--- config.mk ---
export PLATFORM = sky130hd
export DESIGN_NAME = sorted_ready_list_engine
export DESIGN_NICKNAME = d
export VERILOG_FILES = /design/src/rtl/srl_pkg.sv /design/src/rtl/srl_ram.sv /design/src/rtl/srl_seq.sv /design/src/rtl/sorted_ready_list_engine.sv
export SDC_FILE = /design/constraint.sdc
export NUM_CORES = 1
export LEC_CHECK = 0
export BUFFER_PORTS_ARGS = -buffer_cell sky130_fd_sc_hd__buf_2
export CORE_MARGIN = 2
export CORE_UTILIZATION = 62
export DETAILED_ROUTE_END_ITERATION = 10
export HOLD_SLACK_MARGIN = 0.03
export PLACE_DENSITY_LB_ADDON = 0.05
export SLEW_MARGIN = 20
export SYNTH_ARGS = -nofsm -noshare
export SYNTH_HDL_FRONTEND = slang
export SYNTH_SLANG_ARGS = --single-unit
export TNS_END_PERCENT = 30
--- constraint.sdc ---
create_clock -name clk -period 6.6 [get_ports clk]
set_input_delay 0.66 -clock clk [delete_from_list [all_inputs] [get_ports clk]]
set_output_delay 0.66 -clock clk [all_outputs]
set_load 0.02 [all_outputs]
--- src/rtl/srl_pkg.sv ---
`timescale 1ns / 1ps
// shared types and codes of the sorted ready list engine
package srl_pkg;

    // request kinds
    localparam logic [1:0] REQ_CLEAR  = 2'd0;
    localparam logic [1:0] REQ_APPEND = 2'd1;
    localparam logic [1:0] REQ_INSERT = 2'd2;
    localparam logic [1:0] REQ_REMOVE = 2'd3;

    // result status codes
    localparam logic [1:0] ST_OK     = 2'd0;
    localparam logic [1:0] ST_DUP    = 2'd1;
    localparam logic [1:0] ST_ABSENT = 2'd2;

    typedef struct packed {
        logic [1:0]  req_type;
        logic [3:0]  item_id;
        logic [31:0] item_value;
    } req_t;

    typedef struct packed {
        logic [1:0] status;
        logic [4:0] item_count;
        logic [3:0] cursor_item;
        logic       cursor_at_end;
        logic [3:0] head_item;
        logic       list_empty;
    } res_t;

    typedef enum logic [7:0] {
        S_IDLE     = 8'b0000_0001,
        S_DISPATCH = 8'b0000_0010,
        S_FETCH    = 8'b0000_0100,
        S_WALK     = 8'b0000_1000,
        S_LINK1    = 8'b0001_0000,
        S_LINK2    = 8'b0010_0000,
        S_UNLINK   = 8'b0100_0000,
        S_FINISH   = 8'b1000_0000
    } seq_state_t;

endpackage

--- src/rtl/srl_ram.sv ---
`timescale 1ns / 1ps
// simple dual port ram, one write and one registered read per cycle
module srl_ram #(
    parameter int DEPTH = 16,
    parameter int WIDTH = 8
) (
    input  logic                     clk,
    input  logic                     we,
    input  logic [$clog2(DEPTH)-1:0] waddr,
    input  logic [WIDTH-1:0]         wdata,
    input  logic [$clog2(DEPTH)-1:0] raddr,
    output logic [WIDTH-1:0]         rdata
);

    logic [WIDTH-1:0] mem [DEPTH];

    always_ff @(posedge clk)
    begin
        if (we)
        begin
            mem[waddr] <= wdata;
        end
        rdata <= mem[raddr];
    end

endmodule

--- src/rtl/srl_seq.sv ---
`timescale 1ns / 1ps
// list sequencer: link memories, key memory, walk compare and list registers
module srl_seq #(
    parameter int MAX_ITEMS = 16
) (
    input  logic          clk,
    input  logic          rst_n,
    input  logic          start,
    input  srl_pkg::req_t req,
    input  logic          slot_free,
    output logic          idle,
    output logic          done,
    output srl_pkg::res_t res
);

    import srl_pkg::*;

    localparam int NODE_W = $clog2(MAX_ITEMS + 1);
    localparam int IDX_W  = $clog2(MAX_ITEMS);
    localparam logic [NODE_W-1:0] END_NODE = NODE_W'(MAX_ITEMS);

    seq_state_t state_reg, state_next;

    logic [NODE_W-1:0]    head_reg, head_next;
    logic [NODE_W-1:0]    cursor_reg, cursor_next;
    logic [NODE_W-1:0]    count_reg, count_next;
    logic [MAX_ITEMS-1:0] member_reg, member_next;
    logic [1:0]           status_reg, status_next;

    // request and walk registers, no reset needed
    logic [1:0]        type_reg, type_next;
    logic [NODE_W-1:0] id_reg, id_next;
    logic              bad_reg, bad_next;
    logic [31:0]       value_reg, value_next;
    logic [NODE_W-1:0] at_reg, at_next;
    logic [NODE_W-1:0] nx_reg, nx_next;

    // memory ports
    logic              nl_we, pl_we, key_we;
    logic [IDX_W-1:0]  nl_waddr, pl_waddr, nl_raddr, pl_raddr, key_raddr;
    logic [NODE_W-1:0] nl_wdata, pl_wdata, nl_rdata, pl_rdata;
    logic [31:0]       key_rdata;

    logic [NODE_W+3:0] id_wide;
    logic [IDX_W-1:0]  id_idx;
    logic              member_hit;
    logic [NODE_W+4:0] cnt_wide;
    logic [NODE_W+3:0] cur_wide, head_wide;

    srl_ram #(.DEPTH(MAX_ITEMS), .WIDTH(NODE_W)) u_next_ram (
        .clk   (clk),
        .we    (nl_we),
        .waddr (nl_waddr),
        .wdata (nl_wdata),
        .raddr (nl_raddr),
        .rdata (nl_rdata)
    );

    srl_ram #(.DEPTH(MAX_ITEMS), .WIDTH(NODE_W)) u_prev_ram (
        .clk   (clk),
        .we    (pl_we),
        .waddr (pl_waddr),
        .wdata (pl_wdata),
        .raddr (pl_raddr),
        .rdata (pl_rdata)
    );

    srl_ram #(.DEPTH(MAX_ITEMS), .WIDTH(32)) u_key_ram (
        .clk   (clk),
        .we    (key_we),
        .waddr (id_idx),
        .wdata (value_reg),
        .raddr (key_raddr),
        .rdata (key_rdata)
    );

    assign id_wide    = {{NODE_W{1'b0}}, req.item_id};
    assign id_idx     = id_reg[IDX_W-1:0];
    assign member_hit = member_reg[id_idx];

    always_comb
    begin
        state_next  = state_reg;
        head_next   = head_reg;
        cursor_next = cursor_reg;
        count_next  = count_reg;
        member_next = member_reg;
        status_next = status_reg;
        type_next   = type_reg;
        id_next     = id_reg;
        bad_next    = bad_reg;
        value_next  = value_reg;
        at_next     = at_reg;
        nx_next     = nx_reg;
        nl_we       = 1'b0;
        pl_we       = 1'b0;
        key_we      = 1'b0;
        nl_waddr    = '0;
        pl_waddr    = '0;
        nl_wdata    = '0;
        pl_wdata    = '0;
        nl_raddr    = '0;
        pl_raddr    = '0;
        key_raddr   = '0;
        done        = 1'b0;

        case (state_reg)
            S_IDLE:
            begin
                if (start)
                begin
                    type_next  = req.req_type;
                    id_next    = id_wide[NODE_W-1:0];
                    bad_next   = (id_wide >= (NODE_W + 4)'(MAX_ITEMS));
                    value_next = req.item_value;
                    state_next = S_DISPATCH;
                end
            end

            S_DISPATCH:
            begin
                state_next  = S_FINISH;
                status_next = ST_OK;
                case (type_reg)
                    REQ_CLEAR:
                    begin
                        member_next = '0;
                        count_next  = '0;
                        head_next   = END_NODE;
                        cursor_next = END_NODE;
                    end
                    REQ_APPEND:
                    begin
                        if (bad_reg)
                        begin
                            status_next = ST_ABSENT;
                        end
                        else if (member_hit)
                        begin
                            status_next = ST_DUP;
                        end
                        else
                        begin
                            at_next = cursor_reg;
                            if (cursor_reg == END_NODE)
                            begin
                                nx_next    = head_reg;
                                state_next = S_LINK1;
                            end
                            else
                            begin
                                nl_raddr   = cursor_reg[IDX_W-1:0];
                                state_next = S_FETCH;
                            end
                        end
                    end
                    REQ_INSERT:
                    begin
                        if (bad_reg)
                        begin
                            status_next = ST_ABSENT;
                        end
                        else if (member_hit)
                        begin
                            status_next = ST_DUP;
                        end
                        else
                        begin
                            at_next = END_NODE;
                            nx_next = head_reg;
                            if (head_reg == END_NODE)
                            begin
                                state_next = S_LINK1;
                            end
                            else
                            begin
                                nl_raddr   = head_reg[IDX_W-1:0];
                                key_raddr  = head_reg[IDX_W-1:0];
                                state_next = S_WALK;
                            end
                        end
                    end
                    default:
                    begin
                        if (bad_reg || !member_hit)
                        begin
                            status_next = ST_ABSENT;
                        end
                        else
                        begin
                            nl_raddr   = id_idx;
                            pl_raddr   = id_idx;
                            state_next = S_UNLINK;
                        end
                    end
                endcase
            end

            S_FETCH:
            begin
                nx_next    = nl_rdata;
                state_next = S_LINK1;
            end

            // one node per cycle: key and successor of nx arrive together
            S_WALK:
            begin
                if (key_rdata <= value_reg)
                begin
                    at_next = nx_reg;
                    nx_next = nl_rdata;
                    if (nl_rdata == END_NODE)
                    begin
                        state_next = S_LINK1;
                    end
                    else
                    begin
                        nl_raddr  = nl_rdata[IDX_W-1:0];
                        key_raddr = nl_rdata[IDX_W-1:0];
                    end
                end
                else
                begin
                    state_next = S_LINK1;
                end
            end

            S_LINK1:
            begin
                nl_we      = 1'b1;
                nl_waddr   = id_idx;
                nl_wdata   = nx_reg;
                pl_we      = 1'b1;
                pl_waddr   = id_idx;
                pl_wdata   = at_reg;
                key_we     = 1'b1;
                state_next = S_LINK2;
            end

            S_LINK2:
            begin
                if (at_reg == END_NODE)
                begin
                    head_next = id_reg;
                end
                else
                begin
                    nl_we    = 1'b1;
                    nl_waddr = at_reg[IDX_W-1:0];
                    nl_wdata = id_reg;
                end
                if (nx_reg != END_NODE)
                begin
                    pl_we    = 1'b1;
                    pl_waddr = nx_reg[IDX_W-1:0];
                    pl_wdata = id_reg;
                end
                member_next[id_idx] = 1'b1;
                count_next          = count_reg + NODE_W'(1);
                if (type_reg == REQ_APPEND)
                begin
                    cursor_next = id_reg;
                end
                state_next = S_FINISH;
            end

            S_UNLINK:
            begin
                if (nl_rdata != END_NODE)
                begin
                    pl_we    = 1'b1;
                    pl_waddr = nl_rdata[IDX_W-1:0];
                    pl_wdata = pl_rdata;
                end
                if (pl_rdata == END_NODE)
                begin
                    head_next = nl_rdata;
                end
                else
                begin
                    nl_we    = 1'b1;
                    nl_waddr = pl_rdata[IDX_W-1:0];
                    nl_wdata = nl_rdata;
                end
                if (cursor_reg == id_reg)
                begin
                    cursor_next = pl_rdata;
                end
                member_next[id_idx] = 1'b0;
                count_next          = count_reg - NODE_W'(1);
                state_next          = S_FINISH;
            end

            S_FINISH:
            begin
                if (slot_free)
                begin
                    done       = 1'b1;
                    state_next = S_IDLE;
                end
            end

            default:
            begin
                state_next = S_IDLE;
            end
        endcase
    end

    always_ff @(posedge clk or negedge rst_n)
    begin
        if (!rst_n)
        begin
            state_reg  <= S_IDLE;
            head_reg   <= END_NODE;
            cursor_reg <= END_NODE;
            count_reg  <= '0;
            member_reg <= '0;
            status_reg <= ST_OK;
        end
        else
        begin
            state_reg  <= state_next;
            head_reg   <= head_next;
            cursor_reg <= cursor_next;
            count_reg  <= count_next;
            member_reg <= member_next;
            status_reg <= status_next;
        end
    end

    always_ff @(posedge clk)
    begin
        type_reg  <= type_next;
        id_reg    <= id_next;
        bad_reg   <= bad_next;
        value_reg <= value_next;
        at_reg    <= at_next;
        nx_reg    <= nx_next;
    end

    // result fields, low bits where the node index is wider than the field
    assign cnt_wide  = {5'b0, count_reg};
    assign cur_wide  = {4'b0, cursor_reg};
    assign head_wide = {4'b0, head_reg};

    always_comb
    begin
        res.status        = status_reg;
        res.item_count    = cnt_wide[4:0];
        res.cursor_at_end = (cursor_reg == END_NODE);
        res.cursor_item   = res.cursor_at_end ? 4'd0 : cur_wide[3:0];
        res.list_empty    = (count_reg == '0);
        res.head_item     = res.list_empty ? 4'd0 : head_wide[3:0];
    end

    assign idle = (state_reg == S_IDLE);

endmodule

--- src/rtl/sorted_ready_list_engine.sv ---
`timescale 1ns / 1ps
// top level of the sorted ready list engine with result register
//
// channel   | valid     | stall     | payload
// ----------+-----------+-----------+------------------------------------------
// request   | req_valid | req_stall | req_type, item_id, item_value
// result    | res_valid | res_stall | status, item_count, cursor_item,
//           |           |           | cursor_at_end, head_item, list_empty
//
// one request at a time; clear and refused requests pass dispatch and finish,
// append adds fetch unless the cursor is at the end, then link1 and link2,
// remove adds unlink, sorted insert the walk (single key compare) and both links
// reset leaves the list empty and the cursor at the end, no clearing pass
// a stalled result sits in the result register while the next request is taken
module sorted_ready_list_engine #(
    parameter int MAX_ITEMS = 16
) (
    input  logic        clk,
    input  logic        rst_n,
    input  logic        req_valid,
    output logic        req_stall,
    input  logic [1:0]  req_type,
    input  logic [3:0]  item_id,
    input  logic [31:0] item_value,
    output logic        res_valid,
    input  logic        res_stall,
    output logic [1:0]  status,
    output logic [4:0]  item_count,
    output logic [3:0]  cursor_item,
    output logic        cursor_at_end,
    output logic [3:0]  head_item,
    output logic        list_empty
);

    import srl_pkg::*;

    logic  seq_idle;
    logic  seq_done;
    logic  slot_free;
    logic  accept;
    req_t  req;
    res_t  seq_res;

    logic  res_valid_reg, res_valid_next;
    res_t  res_reg;

    // only one request in flight; the sequencer owns the list until it finishes
    assign req_stall = !seq_idle;
    assign accept    = req_valid && !req_stall;

    assign req.req_type   = req_type;
    assign req.item_id    = item_id;
    assign req.item_value = item_value;

    // the result register is free when empty or being taken this cycle
    assign slot_free = !res_valid_reg || !res_stall;

    srl_seq #(.MAX_ITEMS(MAX_ITEMS)) u_seq (
        .clk       (clk),
        .rst_n     (rst_n),
        .start     (accept),
        .req       (req),
        .slot_free (slot_free),
        .idle      (seq_idle),
        .done      (seq_done),
        .res       (seq_res)
    );

    always_comb
    begin
        res_valid_next = res_valid_reg;
        if (seq_done)
        begin
            res_valid_next = 1'b1;
        end
        else if (res_valid_reg && !res_stall)
        begin
            res_valid_next = 1'b0;
        end
    end

    always_ff @(posedge clk or negedge rst_n)
    begin
        if (!rst_n)
        begin
            res_valid_reg <= 1'b0;
        end
        else
        begin
            res_valid_reg <= res_valid_next;
        end
    end

    // result payload, loaded only when the slot is free
    always_ff @(posedge clk)
    begin
        if (seq_done)
        begin
            res_reg <= seq_res;
        end
    end

    assign res_valid     = res_valid_reg;
    assign status        = res_reg.status;
    assign item_count    = res_reg.item_count;
    assign cursor_item   = res_reg.cursor_item;
    assign cursor_at_end = res_reg.cursor_at_end;
    assign head_item     = res_reg.head_item;
    assign list_empty    = res_reg.list_empty;

    // an accepted request keeps the request side stalled until it completes
    a_busy_after_accept: assert property (
        @(posedge clk) disable iff (!rst_n)
        (req_valid && !req_stall) |=> req_stall
    ) else $error("request side not stalled after accept");

    // an empty list can only leave the cursor on the end node
    a_empty_cursor: assert property (
        @(posedge clk) disable iff (!rst_n)
        (res_valid && list_empty) |-> cursor_at_end
    ) else $error("empty list with cursor off the end node");

    // only the three defined status codes are produced
    a_status_code: assert property (
        @(posedge clk) disable iff (!rst_n)
        res_valid |-> (status == ST_OK || status == ST_DUP || status == ST_ABSENT)
    ) else $error("undefined status code");

endmodule
==> results.py <==
metrics = {
    "power": {
        "swShare": 0.240,
        "intPower_mw": 9.16,
        "power.switching_mw": 2.90,
        "power_density_nw_per_um2": 325,
        "p_clk_frac": 0.390,
        "power_mw": 12.1,
        "ir_drop_mv": 0.333,
        "leakage_nw": 12.5,
        "power_frac_comb": 0.081,
        "seqPwrFrac": 0.529,
    },
    "sta": {
        "max_slew.worst_pin.slew_ns": 1.08,
        "final.period_utilization": 0.781,
        "setup_viol": 0,
        "fin_ws_ns": 1.44,
        "drv_slew": 0,
        "skew_ns": 0.0287,
        "final.min_clock_period_ns": 5.16,
        "hold_violations": 0,
        "max_freq_ghz": 0.194,
        "slew_headroom": 0.278,
        "rsz0062_at_grt": "no",
        "finalSetupTns_ns": 0,
    },
    "synth": {
        "avgSynthCellArea_sq_um": 14.4,
        "ys_ff_latch": 821,
        "synth_edf_count": 737,
        "yosys.area.top_type": "edfxtp_1",
        "synth_top_cell_area_share": 0.668,
        "synth.top_cells.by_area": "edfxtp_1, nand2_1, mux2i_1",
        "synth_cells": 2295,
        "synthArstFlopShare": 0.0512,
        "yosysWarnings": 0,
        "synth_nets": 2378,
        "synth.distinct_cells": 72,
        "synth_area_sq_um": 33100,
        "synth_seq_area_share": 0.725,
        "synth-main-ff-cell": "edfxtp_1",
    },
    "worst_setup_path": {
        "worstPathCellList": "inv_1 -> ha_1 -> nand4_1 -> a2111oi_0 -> o31a_1 -> or3_1 -> nand2_2 -> buf_4 -> o221a_2 -> buf_4 -> a2111oi_1 -> nand2_1",
        "critPathLaunchType": "flop",
        "end_kind": "flop",
        "path_buf_inv": 3,
        "critPathTopFamily": "compound AO/OA/AOI/OAI gates",
        "slowest_stage": "a2111oi_0",
        "rrSetupSlack_ns": 1.44,
        "critPathMaxFanout": 33,
        "r2r_cells": 12,
        "path_class": "reg -> reg",
        "r2r-start": "u_seq.value_reg[10]",
        "crit_arrival_ns": 5.64,
        "cp_slowest_stage_delay_ns": 0.93,
        "worstPathRequired_ns": 7.08,
        "r2r-end": "u_seq.u_key_ram.rdata[28]",
        "crit_top_cell": "buf_4",
    },
    "cts": {
        "clk_pin_slew_worst_paths_ns": 0.06,
        "root_buffer": "clkbuf_16",
        "post-cts-setup-buffers": 0,
        "cts.path.max_buffers": 3,
        "cts_hold_buf": 0,
        "cts_inserted_buffers": 82,
        "cts_sinks": 821,
        "cts_tree": "yes",
        "cts-resized-gates": 0,
        "clk_latency_ns": 0.63,
        "h-tree-depth": 3,
    },
    "floorplan": {
        "core_sq_um": 52800,
        "initial_core_util": 0.628,
        "die_area_sq_um": 55300,
        "io_pins": 61,
        "rows": 84,
        "die_width_um": 235,
        "die_y_um": 235,
    },
    "cells_and_area": {
        "drive_gt1_frac": 0.127,
        "antennaDiodeCount": 0,
        "fill_cells": 3485,
        "regMostFlops": "u_seq.u_key_ram.mem",
        "largest_reg_flops": 512,
        "num-nets-final": 2451,
        "reg.largest.list": "u_seq.u_key_ram.mem x512, u_seq.u_next_ram.mem x80, u_seq.u_prev_ram.mem x80",
        "fin_area_sq_um": 37100,
        "area_growth_pct": 12.0,
    },
    "run_status": {
        "status": "finished, final reports clean",
    },
    "grt": {
        "grt_overflow": 0,
        "grt_pass1_wl_um": 122000,
        "grt_usage": 0.296,
        "antenna_found_initial": 2,
        "grt_pass1_vias": 19900,
        "grt_max_degree": 148,
    },
    "placed_design": {
        "postPlaceCellArea_sq_um": 34400,
        "dp_hpwl_um": 45600,
        "dpl_worst_slack_ns": 1.46,
        "numPortBuffers": 60,
        "gp_congestion": 0.929,
    },
    "worst_hold_path": {
        "hold_path_class": "in -> async",
    },
    "routing": {
        "top_layer_used": "met5",
        "dr.pass1.iters": 6,
        "drt_wl_total_um": 82300,
        "vias": 20300,
        "met1Wirelength_um": 33300,
        "drc": 0,
        "drt_iter0_drc": 2522,
        "routed-wl-met2_um": 39500,
        "wl_met3_um": 7020,
        "wl_per_cell_um": 26.4,
        "ant_nets": 0,
        "routed_via_density": 6.52,
    },
    "run": {
        "drv_cap": 0,
    },
}
metrics by stage:
step | instances | util | hold slack (ns)
global route | 3122 | 0.703 | 0.0725
floorplan | 2295 | - | 0.364
finish | 3122 | 0.703 | 0.0417
global placement | 2971 | 0.652 | 0.453
detailed placement | 2972 | 0.652 | 0.444
CTS | 3122 | 0.703 | 0.178
logic make-up after synthesis:
logic type,Yosys count,synth area share
AOI/OAI and AO/OA,475,0.105
xor gates and xnor gates,7,0.00185
adders and majority gates,41,0.0157
buffers and inverters,166,0.0219
DFF,821,0.725
muxes,136,0.0468
and+or+nand+nor,649,0.0843
cell usage after synthesis (5+ instances only):
master	instances
and2_1	5
nand3b_1	5
nand4_1	15
o22ai_1	48
nor2b_1	12
mux4_2	15
o211ai_1	10
a21oi_1	109
edfxtp_1	737
dfxtp_1	42
nor2_1	92
a32oi_1	8
o21ai_0	71
nor4_1	11
inv_1	46
a221oi_1	17
o221ai_1	12
a211oi_1	6
a31oi_1	44
buf_2	34
a21o_1	7
nor3_1	26
o31ai_1	6
a2111oi_2	20
a221o_1	71
and3_1	6
nand2_1	420
a22oi_1	11
clkbuf_1	69
nand2b_1	9
mux2i_1	118
ha_1	40
nand3_1	25
buf_4	12
dfrtp_1	39
layout make-up:
| cell class | instances | area (sq um) | share of cell area |
|---|---|---|---|
| clock buffer | 113 | 2250 | 0.0606 |
| clock inverter | 37 | 470 | 0.0127 |
| inverter | 47 | 176 | 0.00475 |
| multi-input combinational | 1308 | 8630 | 0.233 |
| sequential | 821 | 24000 | 0.647 |
| tap | 688 | 861 | 0.0232 |
| timing repair buffer | 108 | 701 | 0.0189 |
per-layer routing:
layer	track usage	vias to the layer above
met2	0.482	1026
li1	-	9006
met1	0.412	10100
met3	0.0454	191
met5	0	-
met4	0.105	4
worst register-to-register path: stages, from the launching register on:
cell	delay [ns]
edfxtp_1	0.67
inv_1	0.10
ha_1	0.32
nand4_1	0.27
a2111oi_0	0.93
o31a_1	0.79
or3_1	0.31
nand2_2	0.06
buf_4	0.33
o221a_2	0.47
buf_4	0.31
a2111oi_1	0.37
nand2_1	0.08
how the worst max path moves through the flow:
stage / start / end / cells after the start
floorplan: u_seq.state_reg[7] / u_seq.u_key_ram.mem[2][0] / 4
global placement: u_seq.value_reg[8] / u_seq.u_next_ram.rdata[4] / 10
detailed placement: u_seq.value_reg[11] / u_seq.u_key_ram.rdata[28] / 12
CTS: u_seq.value_reg[10] / u_seq.u_key_ram.rdata[4] / 12
global route: u_seq.value_reg[12] / u_seq.u_key_ram.rdata[8] / 12
finish: u_seq.value_reg[10] / u_seq.u_key_ram.rdata[28] / 12
cell usage in the layout (no fill, tap or decap), types with 15 or more instances in the layout:
master	netlist	final
o21ai_0	71	71
a221oi_1	17	17
nand2_1	420	419
ha_1	40	40
mux4_2	15	15
o22ai_1	48	47
nand3_1	25	25
a2111oi_2	20	20
mux2i_1	118	118
dfrtp_1	39	39
inv_1	46	46
nor2_1	92	90
a221o_1	71	71
clkbuf_16	0	83
buf_4	12	46
a21oi_1	109	108
dfxtp_1	42	42
edfxtp_1	737	737
nand4_1	15	15
clkbuf_1	69	24
nor3_1	26	17
a31oi_1	44	44
buf_2	34	59
power groups by stage:
stage | clock network [mW] | logic (mW) | registers, mW
after floorplan | 0 | 0.679 | 6.31
after global placement | 0 | 0.936 | 6.44
after detailed placement | 0 | 0.960 | 6.46
after CTS | 4.76 | 0.968 | 6.36
after global routing | 4.97 | 1.07 | 6.40
final | 4.71 | 0.979 | 6.37
(Power assumes the default switching activity.)
